$ cat src/rtl/cheb_pkg.sv
// Shared types and constants for the Chebyshev table value block.
// Used by cheb_div, cheb_cell and chebyshev_table_value_top; no dependencies.
`default_nettype none

package cheb_pkg;

  localparam int IDX_W = 10;   // table index
  localparam int LEN_W = 11;   // table length register
  localparam int ORD_W = 5;    // polynomial order register
  localparam int X_W   = 18;   // x and final value, signed Q1.16
  localparam int T_W   = 22;   // recurrence terms, clamped to +-2^20
  localparam int QUO_W = 18;   // quotient bits produced by the divider
  localparam int CNT_W = 5;

  localparam int DIV_STEPS = QUO_W;

  localparam logic signed [X_W-1:0] Q_ONE_X   = 18'sd65536;
  localparam logic signed [T_W-1:0] Q_ONE_T   = 22'sd65536;
  localparam logic signed [T_W-1:0] TERM_LIM  = 22'sd1048576;

  // word addresses of the configuration registers (paddr[2])
  localparam logic ADDR_ORDER  = 1'b0;
  localparam logic ADDR_LENGTH = 1'b1;

  localparam logic [ORD_W-1:0] ORDER_RST  = 5'd1;
  localparam logic [LEN_W-1:0] LENGTH_RST = 11'd1024;

  typedef struct packed {
    logic                  err;
    logic signed [X_W-1:0] x;
    logic signed [T_W-1:0] tprev;
    logic signed [T_W-1:0] tcur;
  } cheb_word_t;

  typedef enum logic [2:0] {
    DIV_IDLE = 3'b001,
    DIV_CALC = 3'b010,
    DIV_DONE = 3'b100
  } div_state_t;

endpackage : cheb_pkg

`default_nettype wire

$ cat src/rtl/cheb_cell.sv
// One recurrence cell: T(k+1) = round(2x*T(k)) - T(k-1), clamped, registered.
// Passes the word through unchanged when its step lies at or beyond the order.
// Depends on cheb_pkg.
`default_nettype none

module cheb_cell
  import cheb_pkg::*;
#(
  parameter int STEP = 1
) (
  input  wire logic             clk,
  input  wire logic             rst_n,
  input  wire logic             adv_i,
  input  wire logic [ORD_W-1:0] order_i,
  input  wire logic             valid_i,
  input  wire cheb_word_t       word_i,
  output logic                  valid_o,
  output cheb_word_t            word_o
);

  localparam logic [6:0] STEP_C = 7'(STEP);

  logic               valid_r;
  cheb_word_t         word_r, word_nxt;
  logic               active;
  logic signed [39:0] prod;
  logic signed [40:0] prod2;
  logic signed [40:0] biased;
  logic signed [24:0] rnd;
  logic signed [25:0] diff;
  logic signed [T_W-1:0] tnext;

  always_comb begin
    active = (STEP_C < {2'b00, order_i});
    prod   = word_i.x * word_i.tcur;
    prod2  = $signed({prod, 1'b0});
    // half rounds upward
    biased = prod2 + 41'sd32768;
    rnd    = biased[40:16];
    diff   = {rnd[24], rnd} - {{(26-T_W){word_i.tprev[T_W-1]}}, word_i.tprev};
    if (diff > 26'sd1048576) begin
      tnext = TERM_LIM;
    end else if (diff < -26'sd1048576) begin
      tnext = -TERM_LIM;
    end else begin
      tnext = diff[T_W-1:0];
    end
    word_nxt = word_i;
    if (active) begin
      word_nxt.tprev = word_i.tcur;
      word_nxt.tcur  = tnext;
    end
  end

  always_ff @(posedge clk) begin
    if (!rst_n) begin
      valid_r <= 1'b0;
    end else if (adv_i) begin
      valid_r <= valid_i;
    end
    if (adv_i) begin
      word_r <= word_nxt;
    end
  end

  assign valid_o = valid_r;
  assign word_o  = word_r;

endmodule : cheb_cell

`default_nettype wire
$ cat config.mk
export PLATFORM = sky130hd
export DESIGN_NAME = cheb_cell
export DESIGN_NICKNAME = d
export VERILOG_FILES = /design/src/rtl/cheb_pkg.sv /design/src/rtl/cheb_cell.sv
export SDC_FILE = /design/constraint.sdc
export NUM_CORES = 1
export LEC_CHECK = 0
export ABC_AREA = 1
export BUFFER_PORTS_ARGS = -buffer_cell sky130_fd_sc_hd__buf_2
export CAP_MARGIN = 20
export CORE_UTILIZATION = 40
export DETAILED_ROUTE_END_ITERATION = 7
export HOLD_SLACK_MARGIN = 0.06
export PLACE_DENSITY = 0.6
export SLEW_MARGIN = 30
export SYNTH_ARGS = -nofsm -noshare
export SYNTH_HDL_FRONTEND = slang
export SYNTH_SLANG_ARGS = --single-unit
$ cat constraint.sdc
create_clock -name clk -period 9.3 [get_ports clk]
set_clock_uncertainty 0.2 [all_clocks]
set_input_delay 1.86 -clock clk [delete_from_list [all_inputs] [get_ports clk]]
set_output_delay 1.86 -clock clk [all_outputs]
set_load 0.01 [all_outputs]
==> impl_metrics.toml <==
[run_status]
status = "complete, but fails checks"
violations = "negative setup slack"

[placed_design]
place_congestion = 0.928
io_buffers = 134
hpwl_um = 53200

[die]
ioPinCount = 136
fp.dieH_um = 228
die_area_um2 = 52100
initial_utilization_pct = 40.7
die_w_um = 228
num_rows = 82
core_area_um2 = 50400

[cts]
cts.path.max_buffers = 2
path_clk_slew_ps = 70
cts-root-buf = "clkbuf_16"
clock-sinks = 64
cts_tree = "yes"
worstSkewPairLatency_ps = 380
numCtsBuffers = 9
htreeDepth = 3

[route]
ant_nets = 0
wl_per_cell_um = 16.4
wl_um = 65100
drt-initial-drc-count = 1053
dr_total_vias = 18789
drc = 0
viasPerCell = 4.73
first_pass_iters = 5

[logic_synthesis]
synth_cell_types = 45
yosysTopAreaCell = "fa_1"
synthCells = 2762
avgSynthCellArea_um2 = 7.42
seq_area_frac_synth_pct = 9.33
synth_seq_cells = 64
synth_area_um2 = 20500
synthesis.nets = 3349
synth_area_leaders = "fa_1 38%, inv_1 15%, nand2_1 14%, edfxtp_1 9.2%, ha_1 7.5%"
synth_top_area_share_pct = 38.4
yosysWarnings = 0

[global_routing]
grt.total_usage_pct = 25.2
antenna_found_initial = 1
overflow = 0
grt_pass1_wl_um = 104000
grt_pass1_vias = 19693
grt_start_max_net_pins = 66

[worst_setup_path]
end_kind = "register"
cpPeakStageDelay_ps = 540
slowest_stage = "fa_1"
crit_type = "in2reg"
cp_data_required_time_ps = 9350
crit_fanout = 6
start_kind = "primary input"
cp_data_arrival_time_ps = 9460

[timing]
worst_slew_pin_slew_ps = 698
fin_crit_ps = 9420
fin_crit_sh_pct = 101
finalHoldViolations = 0
rsz0062_at_grt = "true"
slew_headroom_pct = 53.4
holdWs_ps = 350
drv_slew = 0
fin_ws_ps = -117
fmax_mhz = 106
setup_viol = 20

[final_layout]
final_common_cell = "inv_1"
final_cell_mix = "739 x inv_1, 635 x nand2_1, 418 x buf_4"
num-nets-final = 3885
antenna_cells = 0
area_growth_pct = 41.5
drive_gt1_share_pct = 35.1

[hold_path]
hold_class = "reg2reg"

[run]
drv_cap = 0
[kinds of logic after synthesis]
family | Yosys count | share of synthesized area, %
AND/OR/NAND/NOR | 1086 | 22.3
buffers and inverters | 902 | 16.6
adder cells (fa/ha/maj) | 515 | 45.9
AO/OA/AOI/OAI | 152 | 3.92
flip-flops | 64 | 9.33
XOR/XNOR | 43 | 1.91
[critical path: cells and delay by family]
kind	cells	cell delay, ps
compound gates	2	340
fa+ha+maj	8	3790
xor+xnor	1	150
simple gates	18	2170
buf+inv	13	1110
[cell type report]
cell class | instances | area, µm²
fill | 4395 | 21400
multi-input combinational | 1796 | 17700
timing repair buffer | 614 | 5110
inverter | 813 | 3070
sequential | 64 | 1910
tap | 672 | 841
clock buffer | 9 | 225
clock inverter | 7 | 125
[timing repair]
item / 4_1_cts / 5_1_grt
setup endpoints to repair: 22 / 22
setup buffers: 47 / 33
pin swaps: 94 / 126
hold buffers: 0 / 0
gates cloned: 4 / 4
gates resized for setup: 462 / 299
hold endpoints to repair: 0 / 0
[metal layers]
metal | wire [µm] | GRT usage, %
met2 | 31700 | 42.5
met1 | 28100 | 34.2
met3 | 3580 | 2.99
met4 | 1640 | 7.11
met5 | 0 | 0
[synthesized netlist by cell type (all sizes together)]
master,count
nand3,85
o21bai,7
buf,6
inv,812
a31oi,1
or2,4
nand3b,8
ha,122
fa,393
a21oi,73
nand4,29
nor3,16
edfxtp,63
xnor2,17
and3,1
xor2,26
nand2,782
a21o,1
nor2,156
o21ai,69
clkinv,1
dfxtp,1
o21a,1
nor4,5
clkbuf,83
[sequential cells by signal, summed over array words and instances (netlist names)]
name     flops
valid_o      1
word_o      63
[per-stage QoR]
stage               instances  setup slack, ps  utilization (%)  cell area, µm²  TNS, ps
floorplan                2762             16.6                -           20500        0
global placement         3873            -1090             49.2           24800   -22890
detailed placement       3873            -1110             49.2           24800   -22970
CTS                      3938            -16.2             54.6           27500    -76.0
global route             3975             -425             57.5           29000    -8170
finish                   3975             -117             57.5           29000    -1610
[worst paths after layout]
check	start	cells past startpoint	end	slack (ps)
setup / recovery	word_i[52]	42	word_o[15]$_DFFE_PP_	-120
hold / removal	valid_o$_SDFFE_PN0P_	2	valid_o$_SDFFE_PN0P_	350
hold reg to reg	valid_o$_SDFFE_PN0P_	2	valid_o$_SDFFE_PN0P_	350
setup reg to reg	valid_o$_SDFFE_PN0P_	2	valid_o$_SDFFE_PN0P_	8450
Power is not shown: default switching activity piles up to over one toggle a cycle in this logic, so the estimate is an artifact.
