==> src/rtl/cheb_pkg.sv <==
// Shared types and constants for the Chebyshev table value block.
// Used by cheb_div, cheb_cell and chebyshev_table_value_top; no dependencies.
`default_nettype none

package cheb_pkg;

  localparam int IDX_W = 10;   // table index
  localparam int LEN_W = 11;   // table length register
  localparam int ORD_W = 5;    // polynomial order register
  localparam int X_W   = 18;   // x and final value, signed Q1.16
  localparam int T_W   = 22;   // recurrence terms, clamped to +-2^20
  localparam int QUO_W = 18;   // quotient bits produced by the divider
  localparam int CNT_W = 5;

  localparam int DIV_STEPS = QUO_W;

  localparam logic signed [X_W-1:0] Q_ONE_X   = 18'sd65536;
  localparam logic signed [T_W-1:0] Q_ONE_T   = 22'sd65536;
  localparam logic signed [T_W-1:0] TERM_LIM  = 22'sd1048576;

  // word addresses of the configuration registers (paddr[2])
  localparam logic ADDR_ORDER  = 1'b0;
  localparam logic ADDR_LENGTH = 1'b1;

  localparam logic [ORD_W-1:0] ORDER_RST  = 5'd1;
  localparam logic [LEN_W-1:0] LENGTH_RST = 11'd1024;

  typedef struct packed {
    logic                  err;
    logic signed [X_W-1:0] x;
    logic signed [T_W-1:0] tprev;
    logic signed [T_W-1:0] tcur;
  } cheb_word_t;

  typedef enum logic [2:0] {
    DIV_IDLE = 3'b001,
    DIV_CALC = 3'b010,
    DIV_DONE = 3'b100
  } div_state_t;

endpackage : cheb_pkg

`default_nettype wire

==> src/rtl/cheb_div.sv <==
// Forms x = 2*index/(length-1) - 1 in Q1.16 by a rounded restoring divide,
// one quotient bit per cycle. Depends on cheb_pkg.
`default_nettype none

module cheb_div
  import cheb_pkg::*;
(
  input  wire logic             clk,
  input  wire logic             rst_n,
  input  wire logic             start_i,
  input  wire logic [IDX_W-1:0] idx_i,
  input  wire logic [LEN_W-1:0] len_i,
  output logic                  ready_o,
  input  wire logic             take_i,
  output logic                  valid_o,
  output cheb_word_t            word_o
);

  div_state_t         state_r, state_nxt;
  logic [CNT_W-1:0]   cnt_r, cnt_nxt;
  logic [LEN_W-1:0]   rem_r, rem_nxt;
  logic [QUO_W-1:0]   quo_r, quo_nxt;
  logic [LEN_W-1:0]   div_r, div_nxt;
  logic               err_r, err_nxt;

  logic [LEN_W-1:0]   div_in;
  logic [27:0]        num;
  logic [LEN_W:0]     trial;
  logic [LEN_W:0]     diff;
  logic               ge;
  logic [X_W:0]       xw;

  always_comb begin
    div_in = (len_i >= 11'd2) ? (len_i - 11'd1) : 11'd1;
    // round to nearest: add half the divisor
    num    = {1'b0, idx_i, 17'b0} + {17'b0, div_in[LEN_W-1:1]};
    trial  = {rem_r, quo_r[QUO_W-1]};
    diff   = trial - {1'b0, div_r};
    ge     = (trial >= {1'b0, div_r});
  end

  always_comb begin
    state_nxt = state_r;
    cnt_nxt   = cnt_r;
    rem_nxt   = rem_r;
    quo_nxt   = quo_r;
    div_nxt   = div_r;
    err_nxt   = err_r;
    unique case (state_r)
      DIV_IDLE: begin
        if (start_i) begin
          state_nxt = DIV_CALC;
          cnt_nxt   = '0;
          rem_nxt   = {1'b0, num[27:18]};
          quo_nxt   = num[17:0];
          div_nxt   = div_in;
          err_nxt   = ({1'b0, idx_i} >= len_i);
        end
      end
      DIV_CALC: begin
        rem_nxt = ge ? diff[LEN_W-1:0] : trial[LEN_W-1:0];
        quo_nxt = {quo_r[QUO_W-2:0], ge};
        cnt_nxt = cnt_r + 5'd1;
        if (cnt_r == CNT_W'(DIV_STEPS - 1)) begin
          state_nxt = DIV_DONE;
        end
      end
      DIV_DONE: begin
        if (take_i) begin
          state_nxt = DIV_IDLE;
        end
      end
      default: state_nxt = DIV_IDLE;
    endcase
  end

  always_ff @(posedge clk) begin
    if (!rst_n) begin
      state_r <= DIV_IDLE;
    end else begin
      state_r <= state_nxt;
    end
    cnt_r <= cnt_nxt;
    rem_r <= rem_nxt;
    quo_r <= quo_nxt;
    div_r <= div_nxt;
    err_r <= err_nxt;
  end

  always_comb begin
    xw           = {1'b0, quo_r} - 19'sd65536;
    ready_o      = (state_r == DIV_IDLE);
    valid_o      = (state_r == DIV_DONE);
    word_o.err   = err_r;
    word_o.x     = xw[X_W-1:0];
    word_o.tprev = Q_ONE_T;
    word_o.tcur  = {{(T_W-X_W){xw[X_W-1]}}, xw[X_W-1:0]};
  end

endmodule : cheb_div

`default_nettype wire

==> config.mk <==
export PLATFORM = sky130hd
export DESIGN_NAME = cheb_div
export DESIGN_NICKNAME = d
export VERILOG_FILES = /design/src/rtl/cheb_pkg.sv /design/src/rtl/cheb_div.sv
export SDC_FILE = /design/constraint.sdc
export NUM_CORES = 1
export LEC_CHECK = 0
export BUFFER_PORTS_ARGS = -buffer_cell sky130_fd_sc_hd__buf_2
export CORE_MARGIN = 8
export CORE_UTILIZATION = 45
export CTS_CLUSTER_DIAMETER = 60
export DETAILED_ROUTE_END_ITERATION = 12
export GPL_ROUTABILITY_DRIVEN = 0
export PLACE_DENSITY = 0.74
export SLEW_MARGIN = 20
export SYNTH_ARGS = -nofsm -noshare
export SYNTH_HDL_FRONTEND = slang
export SYNTH_SLANG_ARGS = --single-unit
==> constraint.sdc <==
create_clock -name clk -period 3.2 [get_ports clk]
set_clock_uncertainty 0.1 [all_clocks]
set_input_delay 0 -clock clk [delete_from_list [all_inputs] [get_ports clk]]
set_output_delay 0 -clock clk [all_outputs]
set_load 0.02 [all_outputs]
==> impl_metrics.tcl <==
set metrics [dict create \
    hp-class "input port to flip-flop" \
    cts.sinks 49 \
    ys.warnings.count 0 \
    synthDistinctLibCells 51 \
    start_util_pct 46.19 \
    drt_first_pass_iters 5 \
    fin_tns_setup_ns 0 \
    power_density_nw_per_um2 423.1 \
    die_area_um2 11040 \
    gr-total-overflow 0 \
    violations "negative hold slack" \
    routed_wl_mm 8.072 \
    synth_edf_count 46 \
    synth_compound_area_share_pct 11.64 \
    insertion_delay_ns 0.31 \
    rsz0062_at_grt "no" \
    use_met2_pct 26.20 \
    cts_tree "built" \
    setup_viol 0 \
    synthFlopType "edfxtp_1" \
    finalCriticalPeriod_ns 2.720 \
    post-route-util_pct 50.39 \
    relSlewSlack_pct 57.46 \
    final_cell_mix "67 x buf_2, 46 x edfxtp_1, 32 x nor2_1" \
    vias 2663 \
    die_x_um 105.1 \
    gr-usage-met1_pct 16.59 \
    synthSimpleGateAreaFrac_pct 15.77 \
    numCtsBuffers 5 \
    drt_iter0_drc 181 \
    antenna_found_initial 0 \
    clockBufferDepth 2 \
    ys_seq_elements 49 \
    ys_async_sr_fraction_pct 0 \
    busiest_layer "met2" \
    dpl.hpwl_mm 6.307 \
    critPathLaunchType "flip-flop" \
    reg2reg_slack_ns 0.48 \
    synth_seq_area_share_pct 40.38 \
    grt_use_total_pct 14.31 \
    final_layout_size_suffix_gt1_share_pct 21.69 \
    syn_area_um2 3570 \
    syn_inst 368 \
    area_growth_pct 9.078 \
    die_h_um 105.1 \
    synthXorXnorAreaFrac_pct 2.699 \
    use_met3_pct 2.273 \
    grt_pass1_vias 2670 \
    yosys-mux-area-fraction_pct 3.084 \
    maxCapViolations 0 \
    fin_nets 465 \
    layout_commonest_cell "buf_2" \
    io_buffers 67 \
    synth_fa_ha_area_share_pct 9.324 \
    irDropWorstVdd_mv 0.2867 \
    p_leak_nw 1.724 \
    crit_required_ns 3.12 \
    fmax_mhz 367.6 \
    root_buffer "clkbuf_8" \
    grt_pass1_wl_mm 13.17 \
    antenna_cells 0 \
    wl_per_cell_um 15.61 \
    rows 32 \
    tightest_slew_ns 0.6381 \
    endpoint_kind "flip-flop" \
    crit_type "flip-flop to flip-flop" \
    syn_area_per_cell_um2 9.700 \
    avgViaCountPerCell 5.151 \
    status "complete, but fails checks" \
    crit_fanout 12 \
    crit_arrival_ns 2.64 \
    slew_violations 0 \
    drc 0 \
    cts_resized 0 \
    hold_ws_ns -0.002266 \
    grt_max_degree 35 \
    period_share_pct 85.01 \
    hold_violations 1 \
    synth_top_family_by_area "buffers and inverters" \
    cts-htree-levels 2 \
    design.core.area_um2 7727 \
    path_clk_slew_ns 0.09 \
    io_pins 90 \
    ant_nets 0 \
]
[worst max-delay path, cell delays in order (launching register included)]
cell and delay (ns):
edfxtp_1 0.40, inv_1 0.06, ha_1 0.22, fa_1 0.41
nand2b_1 0.19, a21oi_1 0.23, o21a_1 0.28, or2_4 0.26
mux2i_1 0.20, o21ai_0 0.10
[state kept, by name, summed over array words and instances (netlist names)]
signal   cells
cnt_r        5
state_r      3
div_r       11
err_r        1
rem_r       11
quo_r       18
[stage by stage]
stage          hold slack [ns]  instances  power [mW]  worst slack [ns]  area, um2
2_1_floorplan         -0.02377        388       1.208            0.7316       3645
3_3_place_gp            0.1075        492       1.262            0.6653       3636
3_5_place_dp            0.1132        492       1.275            0.5139       3636
4_1_cts               0.005603        517       1.650            0.5119       3894
5_1_grt                0.01612        517       1.727            0.2835       3894
6_report             -0.002266        517       1.647            0.4797       3894
[synth_stat cells, types with 2 or more instances]
cell type,instances,area (um2)
conb_1,2,7.510
buf_4,63,473.0
xnor2_1,9,78.83
and2_1,7,43.79
nor4_1,2,12.51
o21ai_0,20,100.1
clkbuf_1,2,7.510
edfxtp_1,46,1381
o211ai_1,3,22.52
a211oi_1,3,22.52
and3b_1,2,17.52
o21a_1,7,52.55
xor2_1,2,17.52
a21oi_1,7,35.03
nand3_1,6,30.03
or3_1,4,25.02
mux2_2,4,45.04
nor2b_1,2,12.51
o22ai_1,3,18.77
a21o_1,5,37.54
nand2b_1,6,37.54
nor3b_1,2,15.01
nor3_1,8,40.04
mux2i_1,5,50.05
nand2_1,25,93.84
nor2_1,32,120.1
a31oi_1,2,12.51
nand4_1,4,25.02
inv_1,29,108.9
ha_1,25,312.8
o21bai_1,2,15.01
buf_2,2,10.01
o31ai_1,7,52.55
dfxtp_1,3,60.06
[cell type report]
cell class	count	area (um2)
Clock inverter	2	15.01
Fill cell	699	3834
Clock buffer	6	72.57
Sequential cell	49	1441
Multi-Input combinational cell	242	1600
Timing Repair Buffer	87	528.0
Tap cell	102	127.6
Inverter	29	108.9
[layer usage]
layer,routed length (um),share of wire (%)
met5,0,0
met3,464,5.7
met1,3331,41
met4,142,1.8
met2,4134,51
[kinds of logic (layout without fill, tap and decap cells)]
family          count (synthesis)  after routing
compound gates                 64             64
xor+xnor                       11             11
fa+ha+maj                      26             26
buf+inv                        97            124
flops                          49             49
mux                            10             10
other cells                     2             22
simple gates                  109            109
[repair_timing]
item / in CTS / in global routing
setup buffers: 0 / 0
endpoints found under the hold margin: 17 / 0
setup endpoints to repair: 0 / 0
hold buffers: 17 / 0
[final timing paths]
kind                                         startpoint                 endpoint  depth (start not counted)
worst max-delay path                quo_r[17]$_DFFE_PP_       rem_r[4]$_DFFE_PP_                          9
worst min-delay path                           idx_i[0]      quo_r[17]$_DFFE_PP_                          3
worst max register to register      quo_r[17]$_DFFE_PP_       rem_r[4]$_DFFE_PP_                          9
worst min register to register  quo_r[11]$_SDFFCE_PN0P_  quo_r[12]$_SDFFCE_PN0P_                          1
[report_power, final]
part,total [mW],leakage (nW),switching (mW),internal (mW)
clock,0.367,0.0374,0.213,0.154
combinational,0.484,1.22,0.305,0.179
sequential,0.796,0.470,0.0320,0.764
total,1.65,1.72,0.550,1.10
Note: power is estimated with default switching activity, not from simulation.
